**config.mk**
```make
export PLATFORM = sky130hd
export DESIGN_NAME = ffc_ram
export DESIGN_NICKNAME = d
export VERILOG_FILES = /design/src/ffc_ram.sv
export SDC_FILE = /design/constraint.sdc
export NUM_CORES = 2
export LEC_CHECK = 0
export ABC_CLOCK_PERIOD_IN_PS = 3400
export BUFFER_PORTS_ARGS = -buffer_cell sky130_fd_sc_hd__buf_4
export CORE_ASPECT_RATIO = 0.5
export CORE_MARGIN = 8
export CORE_UTILIZATION = 40
export DETAILED_ROUTE_END_ITERATION = 16
export GPL_ROUTABILITY_DRIVEN = 0
export PLACE_DENSITY_LB_ADDON = 0.15
export SETUP_SLACK_MARGIN = 0.02
export SLEW_MARGIN = 20
export SYNTH_ARGS = -nofsm -noshare
export SYNTH_HDL_FRONTEND = slang
export SYNTH_SLANG_ARGS = --single-unit
export TNS_END_PERCENT = 50
```
**constraint.sdc**
```tcl
create_clock -name i_clk -period 3.4 [get_ports i_clk]
set_clock_uncertainty 0.2 [all_clocks]
set_input_delay 1.02 -clock i_clk [delete_from_list [all_inputs] [get_ports i_clk]]
set_output_delay 1.02 -clock i_clk [all_outputs]
set_load 0.01 [all_outputs]
```
**src/ffc_ram.sv**
```systemverilog
// Generic simple dual-port RAM: one write port, one registered read port.
// No dependencies.
`default_nettype none

module ffc_ram #(
    parameter int WIDTH = 8,
    parameter int DEPTH = 256
) (
    input  wire logic                     i_clk,
    input  wire logic                     i_we,
    input  wire logic [$clog2(DEPTH)-1:0] i_waddr,
    input  wire logic [WIDTH-1:0]         i_wdata,
    input  wire logic                     i_re,
    input  wire logic [$clog2(DEPTH)-1:0] i_raddr,
    output logic      [WIDTH-1:0]         o_rdata
);

    logic [WIDTH-1:0] r_mem [DEPTH];

    always_ff @(posedge i_clk) begin
        if (i_we) begin
            r_mem[i_waddr] <= i_wdata;
        end
        if (i_re) begin
            o_rdata <= r_mem[i_raddr];
        end
    end

endmodule

`default_nettype wire

```
==> impl_metrics.tcl <==
set metrics [dict create \
    max_freq_mhz 298.5 \
    p_sw_mw 11.03 \
    path_cells "buf_8, buf_12, buf_4, buf_4, mux4_2, nor2b_1, a211oi_1, buf_4, nor3_1, nor4_4, buf_4, nor4_1" \
    cts_buffer_depth 4 \
    antenna_cells 0 \
    syn_inst 3733 \
    synth_nets 3760 \
    yosysWarnings 0 \
    worstPathArrival_ns 3.70 \
    root_buffer "clkbuf_16" \
    die_width_um 647.0 \
    multiInputGateArea_um2 16630 \
    slew_violations 0 \
    die_height_um 331.5 \
    drc 0 \
    insertion_delay_ns 0.84 \
    synth_top_cell_by_area "edfxtp_1" \
    design_area_um2 94430 \
    mostFrequentLayoutCells "edfxtp_1, buf_4, mux4_2" \
    cts_buffers 193 \
    slew_headroom_pct 30.78 \
    clock_power_share_pct 39.6 \
    antenna_found_initial 8 \
    grt_pass1_wl_um 310000 \
    drtAntennaViolNets 0 \
    slowest_stage "mux4_2" \
    die_area_um2 214500 \
    dp_hpwl_um 145000 \
    mostFrequentLayoutCell "edfxtp_1" \
    dr.pass1.iters 7 \
    wirelength_um 217100 \
    power_mw 51.35 \
    p_per_area_nw_per_um2 543.8 \
    grt-busiest-layer "met2" \
    cts_tree "yes" \
    switching_share_pct 21.47 \
    yosysSeqAreaShare_pct 77.53 \
    grtUsageMet2_pct 31.28 \
    io_pins 35 \
    preCtsSetupSlack_ns -1.473 \
    track_usage_pct 19.90 \
    nets 4506 \
    synthesis.area_um2 79640 \
    irDropWorstVdd_v 0.0004033 \
    p_leak_nw 30.49 \
    met1_usage_pct 29.43 \
    slowest_delay_ns 0.53 \
    status "complete, no violations" \
    synth_top_area_share_pct 77.53 \
    start_kind "input port" \
    wl_per_cell_um 29.95 \
    grt_pass1_vias 41760 \
    synth.distinct_cells 54 \
    crit_type "input port to register" \
    combPwrFrac_pct 6.0 \
    grt_overflow 0 \
    end_kind "register" \
    num-fill-cells 16210 \
    clk_pin_slew_ns 0.06 \
    start_util_pct 40.37 \
    required_ns 3.75 \
    syn_area_per_cell_um2 21.33 \
    setup_ws_ns 0.05044 \
    post-route-period-util_pct 98.52 \
    ys_top_cells_by_area "edfxtp_1, mux4_2, mux2i_1, nor2_1, a22oi_1" \
    min_period_ns 3.350 \
    hold_class "input port to register" \
    seqPwrFrac_pct 54.5 \
    cts_max_level 4 \
    post_dp_cell_area_um2 88600 \
    via_count 40870 \
    clock_sinks 2056 \
    tns_ns 0 \
    tightest_slew_ns 1.034 \
    crit_fanout 10 \
    drive_gt1_share_pct 32.84 \
    p_int_mw 40.33 \
    core_um2 197300 \
    hold_viol 0 \
    synth_seq_cells 2056 \
    via_per_inst 5.636 \
    rsz0062_at_grt "true" \
    cts_setup_buffers 0 \
    maxCapViolations 0 \
    drt_iter0_markers 4356 \
    ctsHoldBuffers 0 \
    numPortBuffers 34 \
    seqCellArea_um2 61740 \
    area_growth_pct 18.58 \
    grt_max_degree 82 \
    final-setup-viol-count 0 \
    crit_top_cell "buf_4" \
    grt_use_met3_pct 3.668 \
    rows 115 \
]
## synth_stat cells (all sizes together)
library cell,number
a221oi,14
o22ai,28
nor2,282
or2b,1
nand3b,2
o22a,5
a22o,8
a22oi,133
or2,4
a211oi,16
a311oi,2
nand4,10
nor2b,31
o311ai,1
and2,6
nor4b,1
nor3,22
clkbuf,111
clkinv,1
nand2,33
buf,122
a21oi,96
nand3,34
mux2,1
inv,1
nor3b,1
edfxtp,2056
or3b,1
and3,1
a31oi,2
a21boi,1
and3b,2
o221ai,47
nor4,27
o211ai,10
a2111oi,5
nand2b,8
mux2i,134
mux4,456
o32ai,5
o21ai,12
## power by group through the flow
stage | combinational, mW | sequential [mW] | clock, mW
3_3_place_gp | 3.04 | 28.5 | 0
6_report | 3.07 | 28.0 | 20.3
4_1_cts | 3.10 | 28.0 | 20.7
2_1_floorplan | 1.36 | 28.5 | 0
5_1_grt | 3.24 | 28.0 | 21.7
3_5_place_dp | 3.08 | 28.5 | 0
## worst max-delay path: cells and delay by family
family          cells  cell delay (ns)
mux                 1             0.53
compound gates      1             0.23
buf+inv             6             1.11
simple gates        4             0.79
## repair_timing
action	in CTS	in global routing
pin swaps	1	0
endpoints found under the setup margin	6	6
cloned	0	0
resized for setup	11	7
## final timing paths
check,startpoint,end,slack [ns],cells after the start
setup / recovery,i_raddr[0],o_rdata[1],0.05,12
hold / removal,i_re,o_rdata[3],0.38,1
setup reg to reg,r_mem[83][1],o_rdata[1],0.61,6
hold reg to reg,r_mem[18][1],o_rdata[1],1.03,6
## kinds of logic after synthesis
family	after synthesis	share of synthesized area, %
buf+inv	235	1.829
flops	2056	77.53
compound gates	385	3.416
simple gates	466	2.625
mux	591	14.60
## registers in the layout, indices dropped and copies added (netlist names)
name,count
r_mem,2048
o_rdata,8
## per-stage QoR
stage          hold slack (ns)  util (%)  cells
6_report                0.3850     47.87   7251
5_1_grt                 0.3446     47.87   7251
4_1_cts                 0.3283     47.85   7251
3_5_place_dp             1.003     44.91   6916
3_3_place_gp            0.9868     44.88   6913
2_1_floorplan           0.6642         -   3733
## metal layers
metal / part of all wire [%] / vias to the layer above
li1: - / 17210
met1: 45 / 22010
met2: 47 / 1421
met3: 7.3 / 233
met4: 1.6 / 0
met5: 0 / -
## cell type report
cell class	count	share of cell area [%]
Clock inverter	88	0.6585
Multi-Input combinational cell	1442	17.62
Sequential cell	2056	65.38
Inverter	2	0.007950
Tap cell	2632	3.487
Clock buffer	247	5.397
Timing Repair Buffer	784	7.452
Note: power is estimated with default switching activity, not from simulation.
