`config.mk`:
```
export PLATFORM = sky130hd
export DESIGN_NAME = ffc_cell
export DESIGN_NICKNAME = d
export VERILOG_FILES = /design/src/ffc_pkg.sv /design/src/ffc_cell.sv
export SDC_FILE = /design/constraint.sdc
export NUM_CORES = 1
export LEC_CHECK = 0
export ABC_AREA = 1
export CAP_MARGIN = 25
export CELL_PAD_IN_SITES_DETAIL_PLACEMENT = 1
export CELL_PAD_IN_SITES_GLOBAL_PLACEMENT = 2
export CORE_UTILIZATION = 35
export DETAILED_ROUTE_END_ITERATION = 16
export DONT_BUFFER_PORTS = 1
export PLACE_DENSITY_LB_ADDON = 0.1
export SLEW_MARGIN = 20
export SYNTH_ARGS = -nofsm -noshare
export SYNTH_HDL_FRONTEND = slang
export SYNTH_SLANG_ARGS = --single-unit
```
`constraint.sdc`:
```
create_clock -name i_clk -period 5.6 [get_ports i_clk]
set_input_delay 0.84 -clock i_clk [delete_from_list [all_inputs] [get_ports i_clk]]
set_output_delay 0.84 -clock i_clk [all_outputs]
set_load 0.02 [all_outputs]
```
`src/ffc_pkg.sv`:
```
// Shared constants and types for the flat field corrector.
// No dependencies; compile first.
`default_nettype none

package ffc_pkg;

    // Fixed field widths
    localparam int SAMPLE_W    = 8;
    localparam int CFG_W       = 17;

    // Largest frame the background store holds
    localparam int MAX_SAMPLES = 65536;

    // Operation codes of an input transfer
    localparam logic OP_LOAD    = 1'b0;
    localparam logic OP_CORRECT = 1'b1;

    // Derived widths
    localparam int IDX_W = $clog2(MAX_SAMPLES);            // store address
    localparam int CNT_W = $clog2(MAX_SAMPLES + 1);        // frame length
    localparam int SUM_W = IDX_W + SAMPLE_W;               // background sum
    localparam int REM_W = (CNT_W > SAMPLE_W) ? CNT_W : SAMPLE_W;

    // One divider cell per quotient bit; quotients are sample wide
    localparam int QUO_W = SAMPLE_W;
    localparam int NCELL = QUO_W;

    localparam logic [SAMPLE_W-1:0] SAT_VAL = {SAMPLE_W{1'b1}};

    // Work item moving down the divider chain
    typedef struct packed {
        logic              valid;
        logic              is_mean;  // mean computation, no output
        logic              nomean;   // correction with no mean available
        logic              last;     // final sample of a corrected frame
        logic              sat;      // quotient known to exceed range
        logic              zero_b;   // background sample is zero
        logic              raw_nz;   // raw sample is nonzero
        logic [REM_W-1:0]  rem;      // partial remainder
        logic [REM_W-1:0]  div;      // divisor
        logic [QUO_W-1:0]  low;      // dividend bits not yet shifted in
        logic [QUO_W-1:0]  quo;      // quotient bits so far
    } t_div;

endpackage

`default_nettype wire

```
`src/ffc_cell.sv`:
```
// One restoring division step: shifts in one dividend bit, yields one
// quotient bit. Depends on ffc_pkg.
`default_nettype none

module ffc_cell (
    input  wire logic          i_clk,
    input  wire logic          i_rst_n,
    input  wire logic          i_en,
    input  wire ffc_pkg::t_div i_d,
    output ffc_pkg::t_div      o_q
);

    ffc_pkg::t_div                r_q;
    ffc_pkg::t_div                n_q;
    logic [ffc_pkg::REM_W:0]      w_trial;
    logic [ffc_pkg::REM_W:0]      w_diff;
    logic                         w_ge;

    // trial subtract of the divisor from the shifted remainder
    always_comb begin
        w_trial = {i_d.rem, i_d.low[ffc_pkg::QUO_W-1]};
        w_diff  = w_trial - {1'b0, i_d.div};
        w_ge    = (w_trial >= {1'b0, i_d.div});
        n_q     = i_d;
        n_q.rem = w_ge ? w_diff[ffc_pkg::REM_W-1:0] : w_trial[ffc_pkg::REM_W-1:0];
        n_q.low = {i_d.low[ffc_pkg::QUO_W-2:0], 1'b0};
        n_q.quo = {i_d.quo[ffc_pkg::QUO_W-2:0], w_ge};
    end

    always_ff @(posedge i_clk) begin
        if (!i_rst_n) begin
            r_q <= '0;
        end else if (i_en) begin
            r_q <= n_q;
        end
    end

    assign o_q = r_q;

endmodule

`default_nettype wire

```
==> results.py, run 1 <==
metrics = {
    "worst_setup_path": {
        "reg2reg_depth": 4,
        "cp_max_fo": 13,
        "cp-start-kind": "primary input",
        "required_ns": 5.79,
        "r2r_start": "o_q[0]",
        "path_class": "primary input to flip-flop",
        "crit_arrival_ns": 2.76,
        "crit_start": "i_d[29]",
        "cp-end-kind": "flip-flop",
    },
    "layout": {
        "post-route-cell-area_um2": 3596,
        "fillers": 1262,
        "multi_input_area_um2": 1909,
        "instances_no_fill": 650,
        "final_cell_mix": "122 x nand2_1, 85 x nor2_1, 74 x inv_1",
        "final_common_cell": "nand2_1",
        "finalNetCount": 599,
        "final_util_pct": 38.19,
        "layout-area-overhead-vs-synth_pct": 3.792,
        "largest_register_ffs": 56,
        "diodes": 0,
        "drive_above_1_share_pct": 7.869,
        "seqCellArea_um2": 1121,
    },
    "routing": {
        "wirelength_um": 9928,
        "drtIter0Drc": 72,
        "antenna_left": 0,
        "via_per_inst": 4.855,
        "wl_per_cell_um": 15.27,
        "vias": 3156,
        "drc_errors": 0,
        "dr.pass1.iters": 4,
    },
    "timing": {
        "setup_ws_ns": 3.025,
        "finalCriticalPeriod_ns": 2.575,
        "setup_viol": 0,
        "slew_viol_final": 0,
        "finalHoldViolCount": 0,
        "fin_hold_ws_ns": 0.5856,
        "fin_crit_sh_pct": 45.98,
        "worstMarginPinSlew_ns": 0.7875,
        "rsz0062_at_grt": "false",
        "finalSetupTns_ns": 0,
        "skew_ns": 0,
        "timing.fmax_mhz": 388.3,
        "slew-limit-headroom_pct": 47.18,
    },
    "place": {
        "dp.cells": 643,
        "gp_congestion": 0.8320,
        "pre_cts_ws_ns": 2.690,
        "dpl_cell_area_um2": 3511,
        "dp_hpwl_um": 7659,
        "io_buffer_count": 0,
    },
    "clock_tree": {
        "clk_pin_slew_worst_paths_ns": 0.10,
        "cts_setup_buffers": 0,
        "cts_root_buf": "clkbuf_8",
        "cts_tree": "yes",
        "ctsHoldBuffers": 0,
        "ctsLongestPathBuffers": 2,
        "numCtsBuffers": 5,
        "clock_latency_ns": 0.30,
        "ctsResizeCount": 0,
        "cts_max_level": 2,
        "clock-sinks": 56,
    },
    "floorplanning": {
        "core_region_area_um2": 9415,
        "initial_core_util_pct": 36.80,
        "rows": 35,
        "die_y_um": 101.5,
        "dieWidth_um": 101.5,
        "die-area_um2": 10300,
        "io_pins": 117,
    },
    "hold_path": {
        "whs_path_depth": 2,
        "hold_start": "o_q[48]",
        "hp-class": "flip-flop to flip-flop",
    },
    "power": {
        "ir_worst_vdd_uv": 121.9,
        "finalPower_mw": 0.9207,
        "power_leakage_nw": 1.888,
        "p_per_area_nw_per_um2": 256.0,
    },
    "synth": {
        "synth-main-ff-cell": "dfxtp_1",
        "ys_warn_count": 0,
        "synth_edf_count": 0,
        "synth_async_sr_flop_share_pct": 0,
        "synth.yosys.seq_area_share_pct": 32.36,
        "netlist_area_um2": 3465,
        "synth_cell_types": 32,
        "syn_inst": 535,
        "ys_seq_elements": 56,
        "syn-num-nets": 613,
        "syn_avg_cell_area_um2": 6.476,
    },
    "grt": {
        "grt_pass1_vias": 3212,
        "grt_first_pass_wirelength_um": 15610,
        "grt_max_degree": 86,
        "overflow": 0,
        "antenna_found_initial": 0,
        "grt_usage_pct": 19.49,
    },
    "flow_run": {
        "cap_violations": 0,
    },
    "status": {
        "status": "completed",
    },
}
per-layer routing:
metal,part of all wire (%),GRT usage (%),up-vias,wire length [um]
met2,50,36.26,85,4993
met5,0,0,-,0
met3,6.5,4.762,5,643
met1,43,23.04,1443,4246
li1,-,-,1623,-
met4,0.44,2.676,0,44
power by group:
| part | switching [mW] | leakage, nW | internal (mW) |
|---|---|---|---|
| registers | 0.0597 | 0.466 | 0.430 |
| clock network | 0.136 | 0.0406 | 0.0877 |
| logic | 0.133 | 1.38 | 0.0741 |
| total | 0.329 | 1.89 | 0.591 |
worst paths after layout:
check                           endpoint  slack [ns]
worst max-delay path             o_q[34]        3.02
worst min-delay path             o_q[48]        0.59
worst max register to register    o_q[0]        4.77
worst min register to register   o_q[48]        0.59
cells by family after synthesis:
| logic type | after synthesis | share of synthesized area, % |
|---|---|---|
| XOR/XNOR | 9 | 2.275 |
| adder cells (fa/ha/maj) | 18 | 6.717 |
| flip-flops | 56 | 32.36 |
| other | 1 | 0.1082 |
| buffers and inverters | 106 | 12.53 |
| AND/OR/NAND/NOR | 271 | 35.14 |
| AO/OA/AOI/OAI | 74 | 10.87 |
cell usage after synthesis, types with 2 or more instances:
cell / instances / area (um2)
buf_6: 4 / 45.04
o21ai_0: 34 / 170.2
nor2_1: 85 / 319.1
xor2_1: 9 / 78.83
o21ai_1: 9 / 45.04
clkbuf_1: 12 / 45.04
a21oi_1: 29 / 145.1
inv_2: 9 / 33.78
nand2_1: 122 / 457.9
nand3b_1: 4 / 30.03
dfxtp_1: 56 / 1121
nand2_2: 7 / 43.79
nor2_4: 3 / 33.78
buf_1: 2 / 7.510
nor2_2: 3 / 18.77
nand3_1: 32 / 160.2
buf_2: 2 / 10.01
nand3_2: 8 / 80.08
inv_1: 74 / 277.8
ha_1: 17 / 212.7
nand4_1: 2 / 12.51
clkinv_1: 2 / 7.510
worst max-delay path, stage by stage:
cell and delay [ns]:
inv_1 0.04, ha_1 0.36, a21oi_1 0.24, nand2_1 0.15
nand2_1 0.10, nand3_2 0.07, nor2_2 0.57, nand3_1 0.14
nand3_1 0.17, a21oi_1 0.08
layout make-up:
class	count	area share, %
Multi-Input combinational cell	373	53.10
Inverter	85	8.873
Clock buffer	5	1.914
Sequential cell	56	31.18
Tap cell	129	4.489
Clock inverter	2	0.4523
(Power assumes the default switching activity.)
==> run 2: changes to the inputs <==
ABC_AREA = 0   (was 1)
CORE_UTILIZATION = 33   (was 35)
clock period = 2.35 ns   (was 5.6 ns; I/O delays follow)
==> run 2 against run 1 <==
  * Setup slack worse by 2.8 ns
  * Via count fell by 18%
  * Final area down 0.38%
  * Wire length shrank 12%
  * Core utilization increased by 0.21 points
  * First-iteration DRC count grew 5.6%
  * Clock power grew to 2.6 times the previous value
  * Sequential power up 140%
  * Combinational power increased by 140%
==> results.py, run 2 <==
metrics = {
    "status": {
        "status": "completed",
    },
    "flow_run": {
        "cap_violations": 0,
    },
    "hold_path": {
        "hold_start": "i_en",
        "hp-class": "primary input to flip-flop",
    },
    "synth": {
        "synth_async_sr_flop_share_pct": 0,
        "netlist_top_cells_area": "dfxtp_1 35%, mux2i_1 12%, nor2b_1 7.4%",
        "netlist_area_um2": 3202,
        "synth-main-ff-cell": "dfxtp_1",
        "syn_inst": 360,
        "synth_most_common_cell": "dfxtp_1",
        "synth_cell_types": 53,
        "synth.yosys.seq_area_share_pct": 35.01,
        "ys_seq_elements": 56,
        "syn_avg_cell_area_um2": 8.894,
        "yosysTopAreaCellShare_pct": 35.01,
        "syn-num-nets": 438,
        "yosysTopAreaCell": "dfxtp_1",
        "ys_warn_count": 0,
        "synth_edf_count": 0,
        "synthTopCellsByCount": "56 x dfxtp_1, 39 x mux2i_1, 38 x nor2b_1",
    },
    "power": {
        "p_per_area_nw_per_um2": 625.8,
        "power_leakage_nw": 1.542,
        "ir_worst_vdd_uv": 238.2,
    },
    "layout": {
        "final_cell_mix": "56 x dfxtp_1, 39 x mux2i_1, 38 x nor2b_1",
        "finalNetCount": 451,
        "final_common_cell": "dfxtp_1",
        "post-route-cell-area_um2": 3582,
        "largest_register_ffs": 56,
        "drive_above_1_share_pct": 12.83,
        "fillers": 1128,
        "diodes": 0,
        "layout-area-overhead-vs-synth_pct": 11.88,
    },
    "clock_tree": {
        "clock_latency_ns": 0.32,
        "numCtsBuffers": 5,
        "clk_pin_slew_worst_paths_ns": 0.12,
        "ctsResizeCount": 0,
        "cts_setup_buffers": 0,
        "cts_tree": "yes",
        "clock-sinks": 56,
        "ctsLongestPathBuffers": 2,
        "cts_max_level": 2,
        "ctsHoldBuffers": 0,
        "cts_root_buf": "clkbuf_8",
    },
    "worst_setup_path": {
        "crit_path_top_delay_cell": "a221o_2",
        "path_cells": "inv_2, ha_4, inv_2, fa_2, a21o_1, a221o_2, a21oi_4, buf_4, o21bai_1, a311o_1, a31oi_1",
        "cp-start-kind": "primary input",
        "crit_start": "i_d[15]",
        "crit_arrival_ns": 2.36,
        "required_ns": 2.61,
        "cp_max_fo": 5,
        "r2r_start": "o_q[42]",
        "cpPeakStageDelay_ns": 0.40,
        "crit_path_frequent_cell": "inv_2",
        "path_class": "primary input to flip-flop",
        "cp-end-kind": "flip-flop",
    },
    "routing": {
        "wl_per_cell_um": 17.30,
        "antenna_left": 0,
        "drc_errors": 0,
        "dr.pass1.iters": 4,
        "wirelength_um": 8700,
        "vias": 2598,
        "via_per_inst": 5.165,
        "drtIter0Drc": 76,
    },
    "floorplanning": {
        "die-area_um2": 10100,
        "core_region_area_um2": 9328,
        "die_y_um": 100.5,
        "io_pins": 117,
        "initial_core_util_pct": 34.33,
        "dieWidth_um": 100.5,
        "rows": 35,
    },
    "grt": {
        "grt_first_pass_wirelength_um": 13910,
        "grt_pass1_vias": 2681,
        "grt_max_degree": 79,
        "antenna_found_initial": 0,
        "grt_usage_pct": 17.87,
        "overflow": 0,
    },
    "place": {
        "pre_cts_ws_ns": -0.1040,
        "gp_congestion": 0.8622,
        "io_buffer_count": 0,
        "dp_hpwl_um": 6571,
        "dpl_cell_area_um2": 3487,
    },
    "timing": {
        "rsz0062_at_grt": "false",
        "slew_viol_final": 0,
        "setup_viol": 0,
        "setup_ws_ns": 0.2516,
        "timing.fmax_mhz": 476.6,
        "skew_ns": 0,
        "finalCriticalPeriod_ns": 2.098,
        "fin_crit_sh_pct": 89.29,
        "finalHoldViolCount": 0,
    },
}
run 2: cell types whose count changed after synthesis, moves of 8 or more:
cell and change:
inv_2 -9, a21oi_1 -14, inv_1 -52, xnor2_1 +10, o21ai_0 -13, mux2i_1 +39
nor2b_1 +38, nand3_1 -29, o21ai_1 -9, nor2_1 -74, nand2_1 -96, nand3_2 -8
run 2: per-layer routing:
layer	track usage (%)	part of all wire, %	up-vias
li1	-	-	1291
met1	22.17	45	1230
met2	30.61	48	70
met3	4.924	6.3	7
met4	4.348	0.99	0
met5	0	0	-
run 2: per-stage QoR:
| step | setup TNS, ns | util [%] | hold WS (ns) | instances | power [mW] |
|---|---|---|---|---|---|
| global route | 0 | 38.40 | 0.09665 | 503 | 2.382 |
| CTS | 0 | 38.40 | 0.1008 | 503 | 2.279 |
| finish | 0 | 38.40 | 0.1267 | 503 | 2.242 |
| global placement | -0.1396 | 37.38 | 0.4585 | 495 | 1.667 |
| detailed placement | -0.2484 | 37.38 | 0.4645 | 495 | 1.676 |
| floorplan | 0 | - | 0.5052 | 360 | 1.550 |
run 2: area by class of cell:
class                      count  area [um2]  share of cell area [%]
clock inverter                 3       26.28                  0.7335
tap                          129       161.4                   4.506
clock buffer                   5       68.82                   1.921
sequential                    56        1121                   31.30
inverter                      22       82.58                   2.305
multi-input combinational    260        1899                   53.02
timing repair buffer          28       222.7                   6.217
run 2: final timing paths:
check        endpoint  slack [ns]  depth (start not counted)
max           o_q[49]        0.25                         11
min reg2reg    o_q[6]        0.63                          2
max reg2reg   o_q[42]        1.39                          3
min           o_q[36]        0.13                          1
run 2: worst max-delay path, delay by kind of cell:
kind | cells | cell delay, ns
AO/OA/AOI/OAI | 6 | 1.28
adder cells (fa/ha/maj) | 2 | 0.47
buffers and inverters | 3 | 0.24
run 2: logic make-up after synthesis:
family                   share of synthesized area (%)
AO/OA/AOI/OAI                                    16.30
XOR/XNOR                                         3.283
AND/OR/NAND/NOR                                  19.34
adder cells (fa/ha/maj)                          7.268
other                                           0.1171
flip-flops                                       35.01
multiplexers                                     12.54
buffers and inverters                            6.135
run 2: power breakdown:
| group | switching (mW) | internal [mW] | total (mW) |
|---|---|---|---|
| logic | 0.239 | 0.254 | 0.493 |
| registers | 0.135 | 1.02 | 1.16 |
| clock network | 0.374 | 0.218 | 0.593 |
==> run 3: changes to the inputs <==
CORE_UTILIZATION = 34   (was 33)
CTS_BUF_LIST = sky130_fd_sc_hd__clkbuf_8   (was unset)
==> run 3 against run 2 <==
  * Critical path type unchanged
  * Power is 0.46% higher
  * Core utilization is 0.75 points higher
  * Non-clock buffer count is 4 higher
  * Flip-flop and latch count stayed put
  * Sequential power hardly changed
  * Count of clock-buffer cells in the layout stayed put
  * Die area is 2.9% lower
  * Largest cell class unchanged
  * Global-route usage is 0.27 points lower
==> results.py, run 3 (synthesis gave the netlist of run 2 again) <==
metrics = {
    "worst_setup_path": {
        "crit_end": "o_q[49]",
        "reg2reg_depth": 3,
        "cp-end-kind": "flip-flop",
        "r2r_setup_slack_ns": 1.38,
        "path_class": "primary input to flip-flop",
        "r2r_start": "o_q[44]",
        "cp_max_fo": 5,
        "r2r_end": "o_q[44]",
        "cp-start-kind": "primary input",
        "crit_arrival_ns": 2.35,
        "crit_start": "i_d[15]",
        "required_ns": 2.60,
    },
    "routing": {
        "antenna_left": 0,
        "drc_errors": 0,
        "vias": 2586,
        "via_per_inst": 5.288,
        "drtIter0Drc": 65,
        "wl_per_cell_um": 17.25,
        "dr.pass1.iters": 4,
        "wirelength_um": 8433,
    },
    "grt": {
        "antenna_found_initial": 0,
        "use_met1_pct": 22.01,
        "grt_first_pass_wirelength_um": 13600,
        "grt_max_degree": 79,
        "top_usage_layer": "met2",
        "grt.met2_usage_pct": 29.53,
        "grt.met3_usage_pct": 5.390,
        "overflow": 0,
        "grt_pass1_vias": 2707,
        "grt_usage_pct": 17.59,
    },
    "clock_tree": {
        "ctsResizeCount": 0,
        "clock_latency_ns": 0.31,
        "cts_tree": "yes",
        "clock-sinks": 56,
        "clk_pin_slew_worst_paths_ns": 0.11,
        "ctsHoldBuffers": 0,
        "cts_setup_buffers": 0,
        "cts_max_level": 2,
        "cts_root_buf": "clkbuf_8",
        "numCtsBuffers": 5,
        "ctsLongestPathBuffers": 2,
    },
    "layout": {
        "final_cell_mix": "56 x dfxtp_1, 39 x mux2i_1, 38 x nor2b_1",
        "fillers": 1077,
        "diodes": 0,
        "final_common_cell": "dfxtp_1",
        "finalNetCount": 455,
        "layout-area-overhead-vs-synth_pct": 12.47,
        "instances_no_fill": 489,
        "largest_register_ffs": 56,
        "drive_above_1_share_pct": 13.76,
        "final_util_pct": 39.16,
    },
    "timing": {
        "setup_ws_ns": 0.2525,
        "rsz0062_at_grt": "false",
        "setup_viol": 0,
        "fin_crit_sh_pct": 89.26,
        "finalHoldViolCount": 0,
        "skew_ns": 0,
        "timing.fmax_mhz": 476.8,
        "finalCriticalPeriod_ns": 2.097,
        "slew_viol_final": 0,
    },
    "floorplanning": {
        "io_pins": 117,
        "rows": 35,
        "core_region_area_um2": 9196,
        "initial_core_util_pct": 34.82,
        "die-area_um2": 9809,
        "die_y_um": 99.04,
        "dieWidth_um": 99.04,
    },
    "power": {
        "ir_worst_vdd_uv": 298.3,
        "finalPower_mw": 2.252,
        "p_per_area_nw_per_um2": 625.4,
        "power_leakage_nw": 1.573,
    },
    "place": {
        "io_buffer_count": 0,
        "dp_hpwl_um": 6345,
        "pre_cts_ws_ns": -0.08603,
        "dp.cells": 481,
        "gp_congestion": 0.7955,
    },
    "hold_path": {
        "hp-class": "primary input to flip-flop",
    },
    "flow_run": {
        "cap_violations": 0,
    },
    "status": {
        "status": "completed",
    },
}
-- run 3: cell types whose count changed in the layout (fill, tap and decap cells not counted), sizes merged --
cell	before	now
clkinv	0	1
inv	23	24
buf	28	32
clkinvlp	2	0
-- run 3: per-stage QoR --
step / instance area [um2] / hold WS, ns / TNS (ns)
after CTS: 3601 / 0.1107 / 0
after floorplan: 3217 / 0.5052 / 0
after detailed placement: 3507 / 0.4558 / -0.2688
after global placement: 3507 / 0.4543 / -0.1861
final: 3601 / 0.1148 / 0
after global routing: 3601 / 0.09825 / 0
-- run 3: final cells by class --
cell class / count / area (um2) / share of cell area [%]
clock buffer: 5 / 68.82 / 1.911
sequential: 56 / 1121 / 31.13
clock inverter: 3 / 25.02 / 0.6949
multi-input combinational: 260 / 1899 / 52.74
inverter: 22 / 82.58 / 2.293
tap: 111 / 138.9 / 3.857
timing repair buffer: 32 / 265.3 / 7.366
-- run 3: critical path: stages --
cell and delay (ns):
inv_2 0.05, ha_4 0.13, inv_2 0.04, fa_2 0.36, a21o_1 0.18, a221o_2 0.40
a21oi_4 0.16, buf_4 0.16, o21bai_1 0.06, a311o_1 0.32, a31oi_1 0.15
-- run 3: worst min path at each step --
stage,startpoint,depth (start not counted),to,slack (ns)
after floorplan,i_d[35],2,o_q[36],0.51
after global placement,i_en,1,o_q[43],0.45
after detailed placement,i_en,1,o_q[43],0.46
after CTS,i_en,1,o_q[43],0.11
after global routing,i_en,1,o_q[43],0.1
final,i_en,1,o_q[43],0.11
-- run 3: report_power, final --
| group | total (mW) | internal, mW | switching, mW |
|---|---|---|---|
| Clock | 0.592 | 0.221 | 0.371 |
| Sequential | 1.16 | 1.02 | 0.134 |
| Combinational | 0.504 | 0.266 | 0.238 |
-- run 3: per-layer routing --
layer | vias to the layer above | share of wire, %
met5 | - | 0
met4 | 0 | 0.90
met3 | 7 | 6.9
met2 | 72 | 45
met1 | 1216 | 47
li1 | 1291 | -
